File: src/design/rpfs_pkg.sv
`timescale 1ns / 1ps
package rpfs_pkg;

  localparam int MAX_BALLS    = 8;
  localparam int PROFILE_ROWS = 256;
  localparam int FRAC_BITS    = 16;
  localparam int T_BITS       = 30;

  localparam int BALL_W    = $clog2(MAX_BALLS);
  localparam int ROW_W     = $clog2(PROFILE_ROWS);
  localparam int ADDR_W    = BALL_W + ROW_W;
  localparam int MEM_DEPTH = MAX_BALLS * PROFILE_ROWS;
  localparam int BC_W      = 4;
  localparam int CNT_W     = BC_W + 1;
  localparam int IT_W      = 5;

  localparam int CFG_IDX_W  = 2;
  localparam int CFG_DATA_W = 32;

  localparam logic [CFG_IDX_W-1:0] CFG_BALL_COUNT   = 2'd0;
  localparam logic [CFG_IDX_W-1:0] CFG_GRID_ORIGIN  = 2'd1;
  localparam logic [CFG_IDX_W-1:0] CFG_GRID_SPACING = 2'd2;

  localparam logic [1:0] KIND_ROW    = 2'd0;
  localparam logic [1:0] KIND_CENTER = 2'd1;
  localparam logic [1:0] KIND_FREQ   = 2'd2;
  localparam logic [1:0] KIND_EVAL   = 2'd3;

  localparam logic [IT_W-1:0] ROOT_LAST = IT_W'(31);
  localparam logic [IT_W-1:0] DIV_LAST  = IT_W'(T_BITS - 1);
  localparam logic [CNT_W-1:0] BALL_LIMIT = CNT_W'(MAX_BALLS);
  localparam logic [ROW_W:0]   ROWS_MIN   = (ROW_W + 1)'(2);
  localparam logic [ROW_W-1:0] ROW_ONE    = ROW_W'(1);
  localparam logic [ROW_W-1:0] ROW_ZERO   = '0;

  typedef struct packed {
    logic [31:0]      rad;
    logic [2:0][31:0] amp;
  } row_t;

  typedef enum logic [1:0] {MODE_LO, MODE_ZERO, MODE_INTERP} mode_t;

  typedef enum logic [4:0] {
    ST_IDLE, ST_POS, ST_BALL, ST_DIFF, ST_SQR, ST_SQACC, ST_ROOT_INIT, ST_ROOT,
    ST_CHECK_N, ST_RD_FIRST, ST_WT_FIRST, ST_WT_LAST, ST_SRCH, ST_SRCH_WT,
    ST_DIV_INIT, ST_DIV, ST_COMP, ST_INT_MUL, ST_INT_ADD, ST_FRQ_MUL, ST_ACC,
    ST_NEXT, ST_DONE
  } state_t;

  typedef enum logic [4:0] {
    OP_NONE, OP_IDLE, OP_POS, OP_BALL, OP_DIFF, OP_SQR, OP_SQACC, OP_ROOT_INIT,
    OP_ROOT, OP_RD_FIRST, OP_WT_FIRST, OP_WT_LAST, OP_SRCH_RD, OP_SRCH_WT,
    OP_DIV_INIT, OP_DIV, OP_COMP, OP_INT_MUL, OP_INT_ADD, OP_FRQ_MUL, OP_ACC,
    OP_NEXT, OP_EMIT
  } op_t;

  typedef struct packed {
    op_t  op;
    logic in_ready;
  } cmd_t;

  typedef struct packed {
    logic eval_accept;
    logic last_axis;
    logic ball_done;
    logic root_last;
    logic n_small;
    logic r_le_first;
    logic r_ge_last;
    logic span_gt1;
    logic div_bad;
    logic div_last;
    logic interp;
    logic last_comp;
    logic out_free;
  } status_t;

endpackage

File: src/design/rpfs_ctrl.sv
`timescale 1ns / 1ps
module rpfs_ctrl (
  input  logic              clk,
  input  logic              rst,
  input  rpfs_pkg::status_t status,
  output rpfs_pkg::cmd_t    cmd
);

  rpfs_pkg::state_t state;
  rpfs_pkg::state_t state_next;

  always_ff @(posedge clk) begin
    if (rst) begin
      state <= rpfs_pkg::ST_IDLE;
    end else begin
      state <= state_next;
    end
  end

  always_comb begin
    state_next = state;
    unique case (state)
      rpfs_pkg::ST_IDLE:
        if (status.eval_accept) state_next = rpfs_pkg::ST_POS;
      rpfs_pkg::ST_POS:
        if (status.last_axis) state_next = rpfs_pkg::ST_BALL;
      rpfs_pkg::ST_BALL:
        state_next = status.ball_done ? rpfs_pkg::ST_DONE : rpfs_pkg::ST_DIFF;
      rpfs_pkg::ST_DIFF:      state_next = rpfs_pkg::ST_SQR;
      rpfs_pkg::ST_SQR:       state_next = rpfs_pkg::ST_SQACC;
      rpfs_pkg::ST_SQACC:
        state_next = status.last_axis ? rpfs_pkg::ST_ROOT_INIT : rpfs_pkg::ST_DIFF;
      rpfs_pkg::ST_ROOT_INIT: state_next = rpfs_pkg::ST_ROOT;
      rpfs_pkg::ST_ROOT:
        if (status.root_last) state_next = rpfs_pkg::ST_CHECK_N;
      rpfs_pkg::ST_CHECK_N:
        state_next = status.n_small ? rpfs_pkg::ST_NEXT : rpfs_pkg::ST_RD_FIRST;
      rpfs_pkg::ST_RD_FIRST:  state_next = rpfs_pkg::ST_WT_FIRST;
      rpfs_pkg::ST_WT_FIRST:  state_next = rpfs_pkg::ST_WT_LAST;
      rpfs_pkg::ST_WT_LAST:
        state_next = (status.r_le_first || status.r_ge_last) ?
                     rpfs_pkg::ST_COMP : rpfs_pkg::ST_SRCH;
      rpfs_pkg::ST_SRCH:
        state_next = status.span_gt1 ? rpfs_pkg::ST_SRCH_WT : rpfs_pkg::ST_DIV_INIT;
      rpfs_pkg::ST_SRCH_WT:   state_next = rpfs_pkg::ST_SRCH;
      rpfs_pkg::ST_DIV_INIT:
        state_next = status.div_bad ? rpfs_pkg::ST_COMP : rpfs_pkg::ST_DIV;
      rpfs_pkg::ST_DIV:
        if (status.div_last) state_next = rpfs_pkg::ST_COMP;
      rpfs_pkg::ST_COMP:
        state_next = status.interp ? rpfs_pkg::ST_INT_MUL : rpfs_pkg::ST_FRQ_MUL;
      rpfs_pkg::ST_INT_MUL:   state_next = rpfs_pkg::ST_INT_ADD;
      rpfs_pkg::ST_INT_ADD:   state_next = rpfs_pkg::ST_FRQ_MUL;
      rpfs_pkg::ST_FRQ_MUL:   state_next = rpfs_pkg::ST_ACC;
      rpfs_pkg::ST_ACC:
        state_next = status.last_comp ? rpfs_pkg::ST_NEXT : rpfs_pkg::ST_COMP;
      rpfs_pkg::ST_NEXT:      state_next = rpfs_pkg::ST_BALL;
      rpfs_pkg::ST_DONE:
        if (status.out_free) state_next = rpfs_pkg::ST_IDLE;
      default:                state_next = rpfs_pkg::ST_IDLE;
    endcase
  end

  always_comb begin
    cmd.in_ready = 1'b0;
    cmd.op       = rpfs_pkg::OP_NONE;
    unique case (state)
      rpfs_pkg::ST_IDLE: begin
        cmd.in_ready = 1'b1;
        cmd.op       = rpfs_pkg::OP_IDLE;
      end
      rpfs_pkg::ST_POS:       cmd.op = rpfs_pkg::OP_POS;
      rpfs_pkg::ST_BALL:      cmd.op = rpfs_pkg::OP_BALL;
      rpfs_pkg::ST_DIFF:      cmd.op = rpfs_pkg::OP_DIFF;
      rpfs_pkg::ST_SQR:       cmd.op = rpfs_pkg::OP_SQR;
      rpfs_pkg::ST_SQACC:     cmd.op = rpfs_pkg::OP_SQACC;
      rpfs_pkg::ST_ROOT_INIT: cmd.op = rpfs_pkg::OP_ROOT_INIT;
      rpfs_pkg::ST_ROOT:      cmd.op = rpfs_pkg::OP_ROOT;
      rpfs_pkg::ST_CHECK_N:   cmd.op = rpfs_pkg::OP_NONE;
      rpfs_pkg::ST_RD_FIRST:  cmd.op = rpfs_pkg::OP_RD_FIRST;
      rpfs_pkg::ST_WT_FIRST:  cmd.op = rpfs_pkg::OP_WT_FIRST;
      rpfs_pkg::ST_WT_LAST:   cmd.op = rpfs_pkg::OP_WT_LAST;
      rpfs_pkg::ST_SRCH:      cmd.op = rpfs_pkg::OP_SRCH_RD;
      rpfs_pkg::ST_SRCH_WT:   cmd.op = rpfs_pkg::OP_SRCH_WT;
      rpfs_pkg::ST_DIV_INIT:  cmd.op = rpfs_pkg::OP_DIV_INIT;
      rpfs_pkg::ST_DIV:       cmd.op = rpfs_pkg::OP_DIV;
      rpfs_pkg::ST_COMP:      cmd.op = rpfs_pkg::OP_COMP;
      rpfs_pkg::ST_INT_MUL:   cmd.op = rpfs_pkg::OP_INT_MUL;
      rpfs_pkg::ST_INT_ADD:   cmd.op = rpfs_pkg::OP_INT_ADD;
      rpfs_pkg::ST_FRQ_MUL:   cmd.op = rpfs_pkg::OP_FRQ_MUL;
      rpfs_pkg::ST_ACC:       cmd.op = rpfs_pkg::OP_ACC;
      rpfs_pkg::ST_NEXT:      cmd.op = rpfs_pkg::OP_NEXT;
      rpfs_pkg::ST_DONE:
        cmd.op = status.out_free ? rpfs_pkg::OP_EMIT : rpfs_pkg::OP_NONE;
      default:                cmd.op = rpfs_pkg::OP_NONE;
    endcase
  end

endmodule

File: config.mk
export PLATFORM = sky130hd
export DESIGN_NAME = rpfs_ctrl
export DESIGN_NICKNAME = d
export VERILOG_FILES = /design/src/design/rpfs_pkg.sv /design/src/design/rpfs_ctrl.sv
export SDC_FILE = /design/constraint.sdc
export NUM_CORES = 1
export LEC_CHECK = 0
export BUFFER_PORTS_ARGS = -buffer_cell sky130_fd_sc_hd__buf_4
export CAP_MARGIN = 20
export CORE_ASPECT_RATIO = 0.8
export CORE_MARGIN = 10
export CORE_UTILIZATION = 31
export DETAILED_ROUTE_END_ITERATION = 10
export GPL_ROUTABILITY_DRIVEN = 0
export GPL_TIMING_DRIVEN = 0
export HOLD_SLACK_MARGIN = 0.1
export MAX_ROUTING_LAYER = met4
export PLACE_DENSITY_LB_ADDON = 0.08
export SYNTH_ARGS = -nofsm -noshare
export SYNTH_HDL_FRONTEND = slang
export SYNTH_SLANG_ARGS = --single-unit
File: constraint.sdc
create_clock -name clk -period 1.55 [get_ports clk]
set_input_delay 0.2325 -clock clk [delete_from_list [all_inputs] [get_ports clk]]
set_output_delay 0.2325 -clock clk [all_outputs]
set_load 0.01 [all_outputs]
; ---- Yosys cells after proc, flatten, opt, wreduce, memory -nomap -nowiden
; Index checks and enable logic that the tools add are counted.
[word_totals]
input_bits = 15
reg_bits = 5
out_inout_bits = 6
[classes]
n_eq_ne = 27
n_mux = 17
n_reduce_logical = 3
[ops]
columns = cell, n
row1 = $pmux 5 s23, 1
row2 = $pmux 5 s22, 1
row3 = $mux 5, 10
row4 = $eq 5x4->1 const B, 8
row5 = $eq 5x5->1 const B, 7
row6 = $eq 5x3->1 const B, 4
row7 = $eq 5x2->1 const B, 2
row8 = $ne 2x2->1 const B, 5
row9 = $mux 3, 2
row10 = $eq 5x1->1 const B, 1
row11 = $logic_not 5->1, 1
row12 = $reduce_and 5->1, 1
row13 = $mux 2, 2
row14 = $logic_or 1x1->1, 1
row15 = $mux 1, 1

; ---- Depth between registers and ports, before layout
; Gate-level depths: netlist of run 1.
[logic_depth]
word_depth = 3
mapped_depth = 6

; ---- Least setup slack after synthesis of run 1
; No wires, ideal clock.
[synth_path]
path_type = flip-flop to flip-flop
start = register state[1]
end = register state[3]
n_path_buf = 1
stages_incl_launch_ff = 6
setup_time_ns = 0.086
t_arrival_ns = 1.414
path_slack_ns = 0.049
synth_period_minus_slack_ns = 1.501
path_cell_list = dfxtp_1 buf_6 and2_1 or3_1 a221o_1 a221oi_2
[synth_via]
elab_chain_len = 3
elab_cells_between_ends = 30
[synth_lines]
columns = element, line_no
row1 = "start, declared", rpfs_ctrl.sv:9  ; rpfs_pkg::state_t state;
row2 = "start signal, assigned", rpfs_ctrl.sv:14  ; state <= rpfs_pkg::ST_IDLE;
row3 = "start signal, assigned", rpfs_ctrl.sv:16  ; state <= state_next;
row4 = "$eq 5x1->1, or another cell as far along", rpfs_ctrl.sv:22  ; unique case (state)
row5 = $ne 2x2->1 (no line), -
row6 = $reduce_and 5->1 (no line), -
; Parallel ways exist; a longest one is shown, timed or not.
; A chain may end at the register's enable or synchronous reset.

==> results of run 1 <==
-- area by class of cell --
cell class | count | area share
multi-input cells | 88 | 0.516
repair buffers | 38 | 0.231
plain buffers | 11 | 0.107
flip-flops and latches | 5 | 0.0840
well taps | 25 | 0.0244
clock buffers | 4 | 0.0205
inverters | 5 | 0.0166
-- stage by stage --
step                TNS [ns]  hold slack (ns)  setup WS (ns)
floorplan                  0            0.299         0.0494
global placement       -1.73            0.445         -0.344
detailed placement     -1.42            0.449         -0.272
CTS                  -0.0665            0.185        -0.0346
global route          -0.424            0.205         -0.109
finish               -0.0783            0.209        -0.0381
-- synth_stat cells, types with 3 or more instances --
library cell   n  share of area
a21oi_1        6          0.041
a22oi_1        3          0.031
buf_2          5          0.034
clkbuf_1       3          0.015
dfxtp_1        5           0.14
inv_1          4          0.021
nand2_1       11          0.057
nand2b_1       7          0.060
nand3_1        3          0.021
nand3b_1       4          0.041
nor2_1         4          0.021
nor3_1         4          0.028
o21ai_0       10          0.069
or3_1          3          0.026
-- repair_timing --
action,in CTS,in global routing
hold endpoints to repair,0,0
setup buffers,18,0
endpoints found under the setup margin,11,11
pin swaps,7,5
gates resized for setup,47,20
-- power breakdown --
part | internal, uW | switching [uW]
registers | 167 | 23.7
logic | 740 | 696
clock network | 97.2 | 52.2
total | 1000 | 772
-- logic make-up (layout without fill, tap and decap cells) --
logic type	count (synthesis)	in the layout	share of synthesized area
mux	1	1	0.0155
buf+inv	16	58	0.107
flops	5	5	0.138
compound gates	40	40	0.386
simple gates	47	47	0.355
-- layout by cell type (no fill, tap or decap), types with 4 or more instances in the layout --
master	netlist	routed
nand3b_1	4	4
a21oi_1	6	4
inv_1	4	4
buf_6	1	10
nand2b_1	7	4
o21ai_0	10	6
nand2_1	11	10
buf_4	1	35
-- worst min path at each step --
stage               cells after the start  start        to  slack (ns)
finish                                  2    rst  state[0]        0.21
global route                            2    rst  state[0]        0.21
CTS                                     2    rst  state[3]        0.18
detailed placement                      2    rst  state[3]        0.45
global placement                        2    rst  state[3]        0.45
floorplan                               1    rst  state[3]        0.30
-- layer usage --
metal  part of all wire  vias to the layer above
met5                  0                        -
met4              0.016                        0
met3              0.057                        8
met2               0.50                       59
met1               0.43                      524
li1                   -                      499
==> results.md, run 1 <==
* Yosys warnings at 0
* H-tree depth at 1
* Biggest regs: state x5
* Critical-path top delay cell: dfxtp_2
* CP delay by family, top: buffers and inverters
* Met2 Use GR at 0.215
* Max cap viols at 0
* Final WL at 3190 microns
* Slew Limit Fails at 0
* Worst slew pin tran at 0.303 ns
* GRT Overall Usage at 0.134
* Largest net degree at the start of global routing at 11
* CP startpoint: state[0]
* Die Footprint at 0.00469 sq mm
* CTS Buf Count at 3
* Largest reg by FF count: state
* Pleak at 0.000524 uW
* Synthesized cell area at 727 sq um
* ANT nets after route at 0
* Final instance area at 0.00128 sq mm
* Post-Syn Nets at 124
* M3 GR Usage at 0.0360
* Final cell count without fillers at 176
* Synthesis-to-finish area growth at 76.2%
* Worst-path clk slew at 0.04 ns
* Placed wire-length estimate at 2150 microns
* # diodes at 0
* Finished Core Util at 0.583
* Initial DRT Pass Iterations at 4
* Max frequency at 0.630 GHz
* Register area share after synthesis at 0.138
* Routed vias/inst at 6.19
* Fin Clk Skew at 0.00260 ns
* Storage element area at 108 sq um
* Overall die width at 74.1 microns
* CP Capture Type: output pin
* Reg2Reg Setup Slack at -0.01 ns
* Number of buffers and inverters on the critical path at 3
* Root Driver: clkbuf_4
* Clock Tree Buf Depth at 2
* Yosys reg bits at 5
* Ports at 21
* Final Net Count at 167
* Worst reg2reg path depth at 5
* Remaining global-route overflow at 0
* Post-synth EDFFs at 0
* Max rail drop VDD at 0.681 mV
* Remaining DRCs at 0
* RSZ-0062 raised after global routing: yes
* Critical path depth at 7
* Critical Path Fanout Max at 7
* HP Class: primary input to flop
* # port buffers at 20
* Vias in the first global route at 1080
* Critical Path Start Type: flop
* Critical Path Most Common Cell: buf_6
* Kind of critical path: flop to output pin
* Area of the multi-input gates at 661 sq um
* FFs w/ async S/R, synth at 0
* Slew HR at 0.798
* Final period util at 1.02
* Crit-path max cell delay at 0.33 ns
* Placed cell area at 908 sq um
* PwrDens at 1390 mW/mm^2
* Status: finished with violations
* Dpl cells at 154
* Rows at 15
* Number of hold buffers added after CTS at 0
* Syn Area/Cell at 6.67 sq um
* Tot Pwr at 1780 uW
* Die height at 63.3 microns
* Setup ws final at -0.0381 ns
* Initial Util at 0.331
* Clock Latency Late Sink at 0.24 ns
* Initial antenna violation count at 0
* Crit-path cells: buf_6 -> buf_6 -> nand2b_4 -> a21oi_1 -> o21ai_0 -> nand2_1 -> buf_4
* DR vias at 1090
* Setup violations, final at 3
* Failing checks: setup timing
* End of the critical path: cmd[3]
* Max FFs per register at 5
* R2R Path Start: state[3]
* Wirelength per Cell at 18.1 microns
* First-pass GRT wire length at 5090 microns
* RR Endpoint: state[3]
* Number of fill cells at 185
* CTS sink count at 5
* Share of layout cells above drive strength 1 at 0.536
* Tmin final at 1.59 ns
* 1st-iter DRT viols at 85
* Post-synthesis cell type count at 44
* CTS tree: done
* Primary FF master, synth: dfxtp_1
* Synthesized instance count at 109
* GRT Max-Usage Layer: met2
* Core region area at 0.00220 sq mm
* Worst Path Arrival at 1.36 ns
* Met1 usage at 0.162
* Fin. Hold Viols at 0
* Crit path required time at 1.32 ns
Note: power is estimated with default switching activity, not from simulation.
==> run 2: changes to the inputs <==
--- a/config.mk
+++ b/config.mk
@@ -10,12 +10,14 @@
 export CORE_ASPECT_RATIO = 0.8
 export CORE_MARGIN = 10
 export CORE_UTILIZATION = 31
+export CTS_BUF_LIST = sky130_fd_sc_hd__clkbuf_16
 export DETAILED_ROUTE_END_ITERATION = 10
 export GPL_ROUTABILITY_DRIVEN = 0
 export GPL_TIMING_DRIVEN = 0
 export HOLD_SLACK_MARGIN = 0.1
 export MAX_ROUTING_LAYER = met4
 export PLACE_DENSITY_LB_ADDON = 0.08
+export SLEW_MARGIN = 10
 export SYNTH_ARGS = -nofsm -noshare
 export SYNTH_HDL_FRONTEND = slang
 export SYNTH_SLANG_ARGS = --single-unit
==> run 2 against run 1 <==
Net effect:
- the flow still finishes with violations (setup timing)
- cell area rose by 5.9%
- maximum frequency fell by 1.9%
- flip-flop and latch count did not move
- total power rose by 20%
==> results.md, run 2 (synthesis results as in run 1) <==
* Failing checks: setup timing (unchanged)
* CTS Buf Count at 3 (unchanged)
* Critical Path Fanout Max at 6 (was 7)
* Ports at 21 (unchanged)
* First-pass GRT wire length at 5140 microns (was 5090 microns)
* Max rail drop VDD at 1.06 mV (was 0.681 mV)
* Setup ws final at -0.0688 ns (was -0.0381 ns)
* Worst Path Arrival at 1.39 ns (was 1.36 ns)
* Rows at 15 (unchanged)
* Vias in the first global route at 1024 (was 1080)
* Fin. Hold Viols at 0 (unchanged)
* PwrDens at 1570 mW/mm^2 (was 1390 mW/mm^2)
* DR vias at 1111 (was 1090)
* Fin Clk Skew at 0.00179 ns (was 0.00260 ns)
* Overall die width at 74.1 microns (unchanged)
* Remaining global-route overflow at 0 (unchanged)
* Remaining DRCs at 0 (unchanged)
* Final period util at 1.04 (was 1.02)
* CP startpoint: state[2] (was state[0])
* Wirelength per Cell at 18.8 microns (was 18.1 microns)
* Routed vias/inst at 6.14 (was 6.19)
* Final Net Count at 172 (was 167)
* Worst-path clk slew at 0.03 ns (was 0.04 ns)
* Die height at 63.3 microns (unchanged)
* Final cell count without fillers at 181 (was 176)
* Root Driver: clkbuf_16 (was clkbuf_4)
* HP Class: primary input to flop (unchanged)
* 1st-iter DRT viols at 102 (was 85)
* RSZ-0062 raised after global routing: yes (unchanged)
* CTS tree: done (unchanged)
* Max cap viols at 0 (unchanged)
* Setup violations, final at 4 (was 3)
* Core region area at 0.00220 sq mm (unchanged)
* Largest reg by FF count: state (unchanged)
* Clock Tree Buf Depth at 2 (unchanged)
* Clock Latency Late Sink at 0.23 ns (was 0.24 ns)
* Share of layout cells above drive strength 1 at 0.532 (was 0.536)
* Initial DRT Pass Iterations at 5 (was 4)
* R2R Path Start: state[2] (was state[3])
* Placed wire-length estimate at 2150 microns (unchanged)
* Number of fill cells at 184 (was 185)
* Largest net degree at the start of global routing at 11 (unchanged)
* Synthesis-to-finish area growth at 86.6% (was 76.2%)
* Total negative slack at -0.146 ns (was -0.0783 ns)
* Max frequency at 0.618 GHz (was 0.630 GHz)
* Slew HR at 0.775 (was 0.798)
* CP Capture Type: output pin (unchanged)
* Final WL at 3400 microns (was 3190 microns)
* Setup WS pre-CTS at -0.272 ns (unchanged)
* CTS sink count at 5 (unchanged)
* Crit path required time at 1.32 ns (about the same)
* Commonest non-fill, non-tap cell in the layout: buf_4 (unchanged)
* Hold Worst Slack at 0.218 ns (was 0.209 ns)
* Worst slew pin tran at 0.338 ns (was 0.303 ns)
* Initial antenna violation count at 0 (unchanged)
* Tmin final at 1.62 ns (was 1.59 ns)
* Kind of critical path: flop to output pin (unchanged)
* Critical Path Start Type: flop (unchanged)
* Pleak at 0.000577 uW (was 0.000524 uW)
* H-tree depth at 1 (unchanged)
* Dpl cells at 154 (unchanged)
* Worst Min Path Start: rst (unchanged)
* ANT nets after route at 0 (unchanged)
* Die Footprint at 0.00469 sq mm (unchanged)
* Status: finished with violations (unchanged)
* Initial Util at 0.331 (unchanged)
* Slew Limit Fails at 0 (unchanged)
* # port buffers at 20 (unchanged)
* # diodes at 0 (unchanged)
* Biggest regs: state x5 (unchanged)
* Most frequent cells in the layout: buf_4 (42), nand2_1 (10), buf_6 (8) (was buf_4 (35), buf_6 (10), nand2_1 (10))
* GRT Overall Usage at 0.140 (was 0.134)
* Max FFs per register at 5 (unchanged)
[run 2: cell types whose count changed in the layout (fill, tap and decap cells not counted), sizes merged]
cell    before  now
buf         48   53
inv          5    6
clkbuf       5    4
[run 2: repair_timing]
item	4_1_cts	5_1_grt
hold buffers	0	0
pin swaps	8	6
gates resized for setup	41	23
endpoints found under the setup margin	11	11
buffers inserted	13	10
[run 2: critical path, cell delays in order, from the launching register on]
cell and delay [ns]:
dfxtp_2 0.31, buf_6 0.13, buf_4 0.13, nor3_2 0.31, nand2_1 0.09, nand2_1 0.08
buf_4 0.11
[run 2: final cells by class]
cell class | instances | area (sq um) | share of cell area
Multi-Input combinational cell | 88 | 653 | 0.482
Clock buffer | 3 | 75.1 | 0.0554
Inverter | 5 | 21.3 | 0.0157
Clock inverter | 1 | 3.75 | 0.00277
Sequential cell | 5 | 108 | 0.0793
Tap cell | 25 | 31.3 | 0.0231
Timing Repair Buffer | 43 | 330 | 0.244
Buffer | 11 | 134 | 0.0987
[run 2: worst paths after layout]
kind         slack [ns]  depth (start not counted)       end
max reg2reg           0                          5  state[3]
min reg2reg        0.73                          4  state[2]
max               -0.07                          6    cmd[3]
min                0.22                          2  state[3]
[run 2: power by group]
group	total, uW	switching, uW	internal, uW
logic	1520	724	792
registers	192	24.9	167
clock network	428	92.8	335
[run 2: routing by layer]
layer  global-route usage  wire length, microns  vias up  part of all wire
li1                     -                     -      507                 -
met2                0.218                  1640       62              0.48
met4               0.0395                    68        0             0.020
met5                    -                     0        -                 0
met1                0.172                  1440      531              0.42
met3               0.0376                   254       11             0.075
[run 2: per-stage QoR]
step / utilization / cell area [sq um] / power (uW)
2_1_floorplan: - / 727 / 764
3_3_place_gp: 0.414 / 908 / 1070
3_5_place_dp: 0.414 / 908 / 1070
4_1_cts: 0.551 / 1210 / 1850
5_1_grt: 0.618 / 1360 / 2240
6_report: 0.618 / 1360 / 2140
